===== src/rtl/bba_ram.sv =====
// Generic simple dual-port synchronous RAM (one write, one read port) with registered read.
// No dependencies.
`default_nettype none
module bba_ram #(
  parameter int unsigned WIDTH = 8,
  parameter int unsigned DEPTH = 16
) (
  input  wire logic                     clk,
  input  wire logic                     we,
  input  wire logic [$clog2(DEPTH)-1:0] waddr,
  input  wire logic [WIDTH-1:0]         wdata,
  input  wire logic [$clog2(DEPTH)-1:0] raddr,
  output logic      [WIDTH-1:0]         rdata
);
  logic [WIDTH-1:0] mem [DEPTH];

  always_ff @(posedge clk) begin
    if (we) mem[waddr] <= wdata;
    rdata <= mem[raddr];
  end
endmodule
`default_nettype wire

===== config.mk =====
export PLATFORM = sky130hd
export DESIGN_NAME = bba_ram
export DESIGN_NICKNAME = d
export VERILOG_FILES = /design/src/rtl/bba_ram.sv
export SDC_FILE = /design/constraint.sdc
export NUM_CORES = 1
export LEC_CHECK = 0
export ABC_AREA = 1
export BUFFER_PORTS_ARGS = -buffer_cell sky130_fd_sc_hd__clkbuf_2
export CORE_ASPECT_RATIO = 1.4
export CORE_UTILIZATION = 40
export CTS_CLUSTER_SIZE = 40
export DETAILED_ROUTE_END_ITERATION = 10
export SLEW_MARGIN = 5
export SYNTH_ARGS = -nofsm -noshare
export SYNTH_HDL_FRONTEND = slang
export SYNTH_SLANG_ARGS = --single-unit

===== constraint.sdc =====
create_clock -name clk -period 1.3 [get_ports clk]
set_input_delay 0.26 -clock clk [delete_from_list [all_inputs] [get_ports clk]]
set_output_delay 0.26 -clock clk [all_outputs]
set_load 0.005 [all_outputs]

Yosys cells after proc, flatten, opt, wreduce, memory -nomap -nowiden

Memories as Yosys holds them, arrays and structs flattened. A register that Yosys moved wholly into a read port is not among the register bits.
Index checks and enable logic that the tools add are counted.

Memories kept: 1
Bits of input ports: 18
RAM bits: 128
Logic and storage cells: 3
Output and inout port bits: 8
Register bits after elaboration: 0

Mux-type cells: 2

Memories:

| name | depth | width | read ports | clocked after memory_dff | write ports | line | source |
|---|---|---|---|---|---|---|---|
| mem  | 16    | 8     | 1          | 1                        | 1           | 15   | `logic [WIDTH-1:0] mem [DEPTH];` |

Operator list:

| operator          | number |
|---|---|
| two-way mux 1 bit | 2 |

Depth between registers and ports, before layout

Gate-level depths: netlist of run 1.

Word-level depth: 2
Mapped depth: 8
Depth with buffers taken out: 7

Least setup slack after synthesis of run 1

Ideal clock, no wire load.

Path type: in2reg
Start point: in waddr[3]
End point: mem mem[4][0] (enable)
Slack: 0.089 ns
Setup time: 0.370 ns
Path buffers: 0
Cell stages on the path: 2
Required time: 0.930 ns
Data arrival time: 0.841 ns
Cells stage by stage: nand3b_1 -> nor2_1

RTL lines:

| item            | line | source |
|---|---|---|
| start, declared | 10   | `input wire logic [$clog2(DEPTH)-1:0] waddr,` |
| end, declared   | 15   |  |

Straight into the memory's write port.

Final worst setup path of run 1

Start point: reg rdata[2] (read register of mem)
End point: out rdata[2]

RTL lines:

| item            | line | source |
|---|---|---|
| start, declared | 13   | `output logic [WIDTH-1:0] rdata` |

No word-level cell between the ends.

==> results by stage, run 1 <==
Timing:
- Setup violations remaining at the end of the flow were counted as 0.
- The fmax is approximately 860 MHz.
- The worst clock skew on the final layout is 8.63 ps.
- Setup repair after global routing left no endpoint under its margin.
- The max-slew violation count is 0.
- The final cycle utilization of the critical path is 0.890.
- The final critical delay including setup and external delays is 1160 ps.
- The number of hold violations in the final report is 0.
- For the pin with the worst max-slew slack, the measured transition is around 600 ps.
- Headroom to the max-slew limit came out at 0.598.

Setup path:
- The source of the worst register-to-register timing path is mem[5][0]$_DFFE_PP_.
- The endpoint kind of the worst setup timing path is an output port.
- The source of the critical timing path is rdata[2]$_DFF_P_.
- The cell type of the slowest stage on the worst timing path is dfxtp_1.
- Together, buffers and inverters on the worst path number 1.
- The cell type group with the largest total delay on the critical path is flip-flops.
- The largest single stage delay on the critical path is 360 ps.
- The critical path goes through clkbuf_2.
- Along the worst path, the maximum fanout reaches 1.
- The worst setup path is of the reg2out kind.
- The critical path data arrival time is approximately 900 ps.
- STA puts the critical path data required time at approximately 1000 ps.
- The kind of start point of the critical path is a register.
- In this run the register-to-register setup slack is 280 ps.

Synth:
- For this run, the register share of the synthesized area comes to 0.694.
- The number of library cell types mapped by synthesis is 12.
- Summing every instance area after synthesis gives about 5800 um2.
- After technology mapping, the gate count stands at 551.
- Synthesis inferred roughly 140 register bits.
- The Yosys warning count is 0.
- When the netlist entered floorplanning its net count stood at around 570.
- The mean instance size in the synthesized netlist is roughly 10 um2.

Run:
- The number of max-capacitance violations reported is 0.

Detailed routing:
- After detailed routing, the average wire length per cell comes to ~16 um.
- The first TritonRoute pass finished after 5 iterations.
- The routed design has around 13 mm of wire.
- The detail route stage leaves a number of antenna-violating nets equal to 0.
- The detailed router's first-iteration violation count is roughly 290.
- Across all layers, the routed design uses approximately 3,800 vias.
- The number of remaining DRC errors is 0.
- After detailed routing, the number of vias per cell comes to about 4.8.

Floorplanning:
- 26 I/O pins were placed.
- After floorplanning, the core was sized to cover approximately 14,000 um2.
- The floorplan step defined a die boundary enclosing 14,900 um2.
- The die is 144 um tall.
- The horizontal extent of the die is between 100 and 150 um.
- The floorplan has 51 rows.
- For this configuration, the core starts out at a cell density of 0.413.

Placement:
- The routability congestion estimate is about 0.83.
- Buffers placed on the I/O ports in this run total 25.
- The count of placed standard cells including taps is 768.
- Detailed placement ended at an HPWL of approximately 8.6 mm.

Power:
- The power consumption is ~10 mW.
- The analysis attributes to cell leakage a power of about 3.0 nW.
- The total power divided by cell area is roughly 1500 nW/um2.
- The maximum resistive drop on vdd is a little under 0.0009 V.

Global routing:
- The initial antenna violation count came to 0.
- The via count of the first global-routing pass came to ~3,900.
- Entering global routing, the biggest net connects 33 pins.
- The global router's overall resource usage is 0.198.
- The global-route wire length before repair is ~21 mm.
- The total overflow reported by the global router is 0.

Clock tree:
- Buffers added to address setup during post-CTS repair amount to 0.
- The master cell of the clock root buffer is clkbuf_16.
- The deepest level of the CTS H-tree is 4.
- The clock-pin transition on the worst setup and hold timing paths is ~60 ps.
- TritonCTS built the clock tree.
- The number of buffers on the longest clock path is 2.
- The clock insertion delay at the later pin of the skew report is approximately 400 ps.
- The number of gates given a new drive strength after cts is 0.
- In this run, post-CTS hold repair placed 0 buffers.
- In this run, CTS created clock tree buffers numbering 17.
- The number of clock sinks is 136.

Finish:
- The number of filler instances in the final layout is 1,263.
- For this run, the post-layout net count is 620.
- The repair_antennas step left the layout with diodes totalling 0.
- Of the cells placed in the final design, the portion with a size suffix greater than 1 is 0.138.
- The area growth from synthesis to layout is 18.2%.
- Excluding fillers, the count of instances in the completed layout stands at between 700 and 800.

Run status:
- The flow ran to the end, and the final reports show no timing, DRC or antenna violations.

Hold path:
- The min-delay analysis places its worst path in the category in2reg.
- In this run the most critical hold path is launched from raddr[3].
## placed cells by master, fill, tap and decap left out
| master | instances |
|---|---|
| inv_6 | 1 |
| clkbuf_16 | 17 |
| edfxtp_1 | 128 |
| inv_1 | 100 |
| buf_12 | 5 |
| nand3b_1 | 2 |
| bufinv_16 | 2 |
| clkinvlp_4 | 1 |
| nand3_1 | 97 |
| nor2_1 | 17 |
| clkinv_4 | 4 |
| clkinv_2 | 2 |
| nand2_1 | 173 |
| inv_2 | 2 |
| buf_4 | 26 |
| clkinv_1 | 2 |
| dfxtp_1 | 8 |
| clkbuf_2 | 25 |
| clkbuf_1 | 2 |
## cells in the mapped netlist
library cell,count,area share
nand3_1,97,0.084
nand3b_1,2,0.0026
nand2_1,173,0.11
inv_1,100,0.065
dfxtp_1,8,0.028
buf_6,6,0.012
edfxtp_1,128,0.67
buf_1,1,0.00065
buf_2,13,0.011
buf_4,4,0.0052
nor2_1,17,0.011
inv_2,2,0.0013
## through the flow
step                      hold slack [ps]  cell area [um2]   util  setup slack [ps]  TNS [ps]
final                                 289             6810  0.488               144         0
after global routing                  313             6810  0.488               103         0
after global placement                649             6250  0.447              -174      -729
after detailed placement              643             6250  0.447              -182      -809
after floorplan                       359             5770      -              89.2         0
after CTS                             274             6810  0.488               110         0
## final timing paths
kind,end,cells after the start
max,rdata[2],1
min,rdata[1]$_DFF_P_,4
max reg2reg,rdata[0]$_DFF_P_,6
min reg2reg,rdata[6]$_DFF_P_,6
## final cells by class
class                           instances  area [um2]  share of cell area
Sequential cell                       136        4000               0.588
Multi-Input combinational cell        289        1210               0.178
Clock buffer                           19         433              0.0635
Timing Repair Buffer                   56         420              0.0617
Inverter                              102         383              0.0562
Tap cell                              185         231              0.0340
Clock inverter                         12         129              0.0189
## layer usage
layer  track usage  part of all wire  vias up
li1              -                 -     1874
met3        0.0406             0.046       26
met1         0.237              0.40     1794
met2         0.333              0.52      103
met5             0                 0        -
met4         0.102             0.032        0
## where the power goes
part	leakage, nW	internal [mW]	switching (mW)
combinational	1.48	0.208	0.422
clock	0.272	2.80	1.72
sequential	1.22	4.90	0.0327
## sequential cells by signal, summed over array words and instances, names as in the netlist
name / cells
rdata: 8
mem: 128
## kinds of logic (layout without fill, tap and decap cells)
family        count (synthesis)  count (layout)  synth area share
buf+inv                     126             189            0.0952
flops                       136             136             0.694
simple gates                289             289             0.210
No activity file was read; power rests on OpenSTA's default activity.
==> run 2, diff against run 1 <==
RECOVER_POWER = 100   (was unset)
==> run 2 against run 1 <==
Compared with the run above:
- sequential power hardly changed
- die area stayed put
- clock-buffer cell count stayed put
- sequential share of layout area is 0.75 points higher
- worst hold slack better by 5.2 ps
- final cell count stayed put
- flip-flop and latch count stayed put
- wire length is 0.89% higher
- cell area is 1.3% lower
==> results by stage, run 2 (synthesis gave the netlist of run 1 again) <==
Setup path:
- The source of the worst register-to-register timing path is mem[5][0]$_DFFE_PP_.
- The critical path data arrival time is 910 ps (about the same).
- STA classifies the critical path startpoint as a register.
- The cell family contributing the most delay on the critical path is flip-flops.
- The worst register-to-register path ends at rdata[0]$_DFF_P_.
- The delay of the slowest cell on the worst path is 360 ps (about the same).
- The setup path with the least slack is of type reg2out.
- The worst setup path is captured at an output port.
- Traced cell by cell, the critical path runs through clkbuf_1.
- The highest net fanout along the worst path is 1 (unchanged).
- The number of cells on the worst reg-to-reg path was 6 (unchanged).
- The slack of the worst reg-to-reg path came to 260 ps (-20 ps).
- The cell type of the slowest stage on the worst timing path is dfxtp_1.
- The sum of buffers and inverters on the critical path was 1 (unchanged).
- The required time of the critical path is 1040 ps (about the same).

Floorplanning:
- The die area came to 14,900 um2 (unchanged).
- The initial core utilization was 0.413 (unchanged).
- The die outline height is 144 um (unchanged).
- The total core area is 14,000 um2 (unchanged).
- The horizontal extent of the die is 103 um (unchanged).
- The row count came to 51 (unchanged).
- The number of placed I/O pins is 26 (unchanged).

Detailed routing:
- The via-per-instance ratio is 4.81 (+1.2%).
- The number of detailed-route iterations in the first pass is 5 (unchanged).
- The number of remaining DRC errors came to 0 (unchanged).
- The final antenna-violating net count is 0 (unchanged).
- The routed wire length is 13.2 mm (+0.89%).
- The vias after detailed routing came to 3,843 (+1.2%).
- The detailed router's first-iteration violation count came to 297 (+3.5%).
- The routed wirelength normalized by instance count is 16.5 um (+0.89%).

Finish:
- The largest registers in the layout are mem (128), rdata (8).
- The share of cells above drive strength 1 is 0.0847 (-0.0537).
- The library cell used most frequently in the layout, excluding fill and tap cells, is nand2_1.
- The flip-flop count of the largest register, all copies and words added is 128 (unchanged).
- The library cells used most frequently in the layout, excluding fill and tap cells, are 173 x nand2_1, 128 x edfxtp_1, 100 x inv_1.
- The net count reported at finish is 620 (unchanged).
- The post-route non-filler standard cell count is 799 (unchanged).
- The register with the most flip-flops is mem.
- The number of filler instances in the final layout is 1,278 (+1.2%).
- The count of inserted antenna diode cells is 0 (unchanged).
- The area growth from synthesis to layout is 16.7%.

Timing:
- The final critical delay including setup and external delays was 1170 ps (+10.6 ps).
- Setup repair after global routing left no endpoint under its margin.
- The worst clock skew on the final layout came to 8.67 ps (+0.0357 ps).
- The headroom to the max-slew limit is 0.399 (-0.199).
- The max-slew violation count came to 0 (unchanged).
- The slew at the pin with the worst max-slew slack is 902 ps (+299 ps).
- The final cycle utilization of the critical path is 0.898 (+0.00817).
- The fmax is 857 MHz (-0.91%).
- The number of hold violations in the final report came to 0 (unchanged).
- The final hold slack is 294 ps (+5.22 ps).
- The number of failing setup endpoints in the final timing report came to 0 (unchanged).

Hold path:
- The launch instance of the worst min-delay path is raddr[3].
- The count of cells along the worst hold path was 4 (unchanged).
- The min-delay analysis places its worst path in the category in2reg.
- The destination of the worst hold path is rdata[1]$_DFF_P_.

Clock tree:
- The clock-pin transition on the worst setup and hold timing paths came to 60 ps (about the same).
- The post-CTS repair timing setup buffer count is 0 (unchanged).
- The count of hold buffers inserted by post-cts repair came to 0 (unchanged).
- The master cell of the clock root buffer is clkbuf_16.
- The number of buffers inserted during clock tree synthesis is 17 (unchanged).
- The number of clock sinks is 136 (unchanged).
- The clock insertion delay at the later pin of the skew report is 410 ps (about the same).
- The number of gates given a new drive strength after cts came to 0 (unchanged).
- The TritonCTS clock tree is done.
- The number of buffers on the longest clock path is 2 (unchanged).
- The deepest level of the CTS H-tree is 4 (unchanged).

Global routing:
- The initial antenna violation count is 0 (unchanged).
- The global-route wire length before repair is 21.0 mm (unchanged).
- The global router's overall resource usage was 0.198 (unchanged).
- The via count of the first global-routing pass is 3,870 (unchanged).
- The total overflow reported by the global router is 0 (unchanged).
- The maximum number of pins on one net before global-route repair came to 33 (unchanged).

Power:
- The static power due to leakage is 2.86 nW (-4.0%).
- The total power divided by cell area was 1500 nW/um2 (+1.2%).
- The power consumption was 10.1 mW (about the same).
- The maximum resistive drop on vdd came to 0.000873 V (+0.37%).

Run:
- The number of max-capacitance violations reported is 0 (unchanged).

Placement:
- The post-detailed-placement half-perimeter wirelength is 8.63 mm (unchanged).
- The count of placed standard cells including taps is 768 (unchanged).
- The routability congestion estimate was 0.830 (unchanged).
- The port buffer count is 25 (unchanged).

Run status:
- The flow ran to the end, and the final reports show no timing, DRC or antenna violations.
-- run 2: changes by cell type in the layout (fill, tap and decap cells not counted), sizes merged --
| cell | before | now |
|---|---|---|
| buf | 31 | 13 |
| clkbuf | 44 | 62 |
-- run 2: worst max-delay path by stage --
stage / endpoint / depth (start not counted) / slack, ps / from
final: rdata[2] / 1 / 130 / rdata[2]$_DFF_P_
after global routing: mem[15][3]$_DFFE_PP_ / 4 / 70 / waddr[2]
after CTS: rdata[2] / 1 / 110 / rdata[2]$_DFF_P_
after detailed placement: rdata[0]$_DFF_P_ / 8 / -180 / raddr[0]
after global placement: rdata[0]$_DFF_P_ / 8 / -170 / raddr[0]
after floorplan: mem[4][0]$_DFFE_PP_ / 2 / 90 / waddr[3]
-- run 2: per-stage QoR --
stage               setup TNS [ps]   util  worst slack [ps]  instance area [um2]
global route                     0  0.481              66.8                 6730
CTS                              0  0.488               110                 6810
floorplan                        0      -              89.2                 5770
global placement              -729  0.447              -174                 6250
finish                           0  0.481               133                 6730
detailed placement            -809  0.447              -182                 6250
-- run 2: per-layer routing --
layer	wire, um	vias up	global-route usage
li1	-	1876	-
met1	5450	1841	0.237
met2	6850	100	0.333
met3	493	26	0.0406
met4	411	0	0.102
met5	0	-	0
-- run 2: worst min-delay path, delay by kind of cell --
family | cells | cell delay, ps
buffers and inverters | 2 | 280
AND/OR/NAND/NOR | 2 | 130
-- run 2: layout make-up --
type / instances / area [um2] / share of cell area
repair buffers: 56 / 334 / 0.0497
flip-flops and latches: 136 / 4000 / 0.595
clock inverters: 12 / 129 / 0.0192
clock buffers: 19 / 433 / 0.0643
inverters: 102 / 383 / 0.0569
multi-input cells: 289 / 1210 / 0.180
well taps: 185 / 231 / 0.0344
-- run 2: power breakdown --
group / leakage (nW) / total, mW / switching [mW] / internal, mW
logic: 1.36 / 0.614 / 0.426 / 0.188
clock network: 0.272 / 4.53 / 1.72 / 2.80
registers: 1.22 / 4.94 / 0.0324 / 4.91
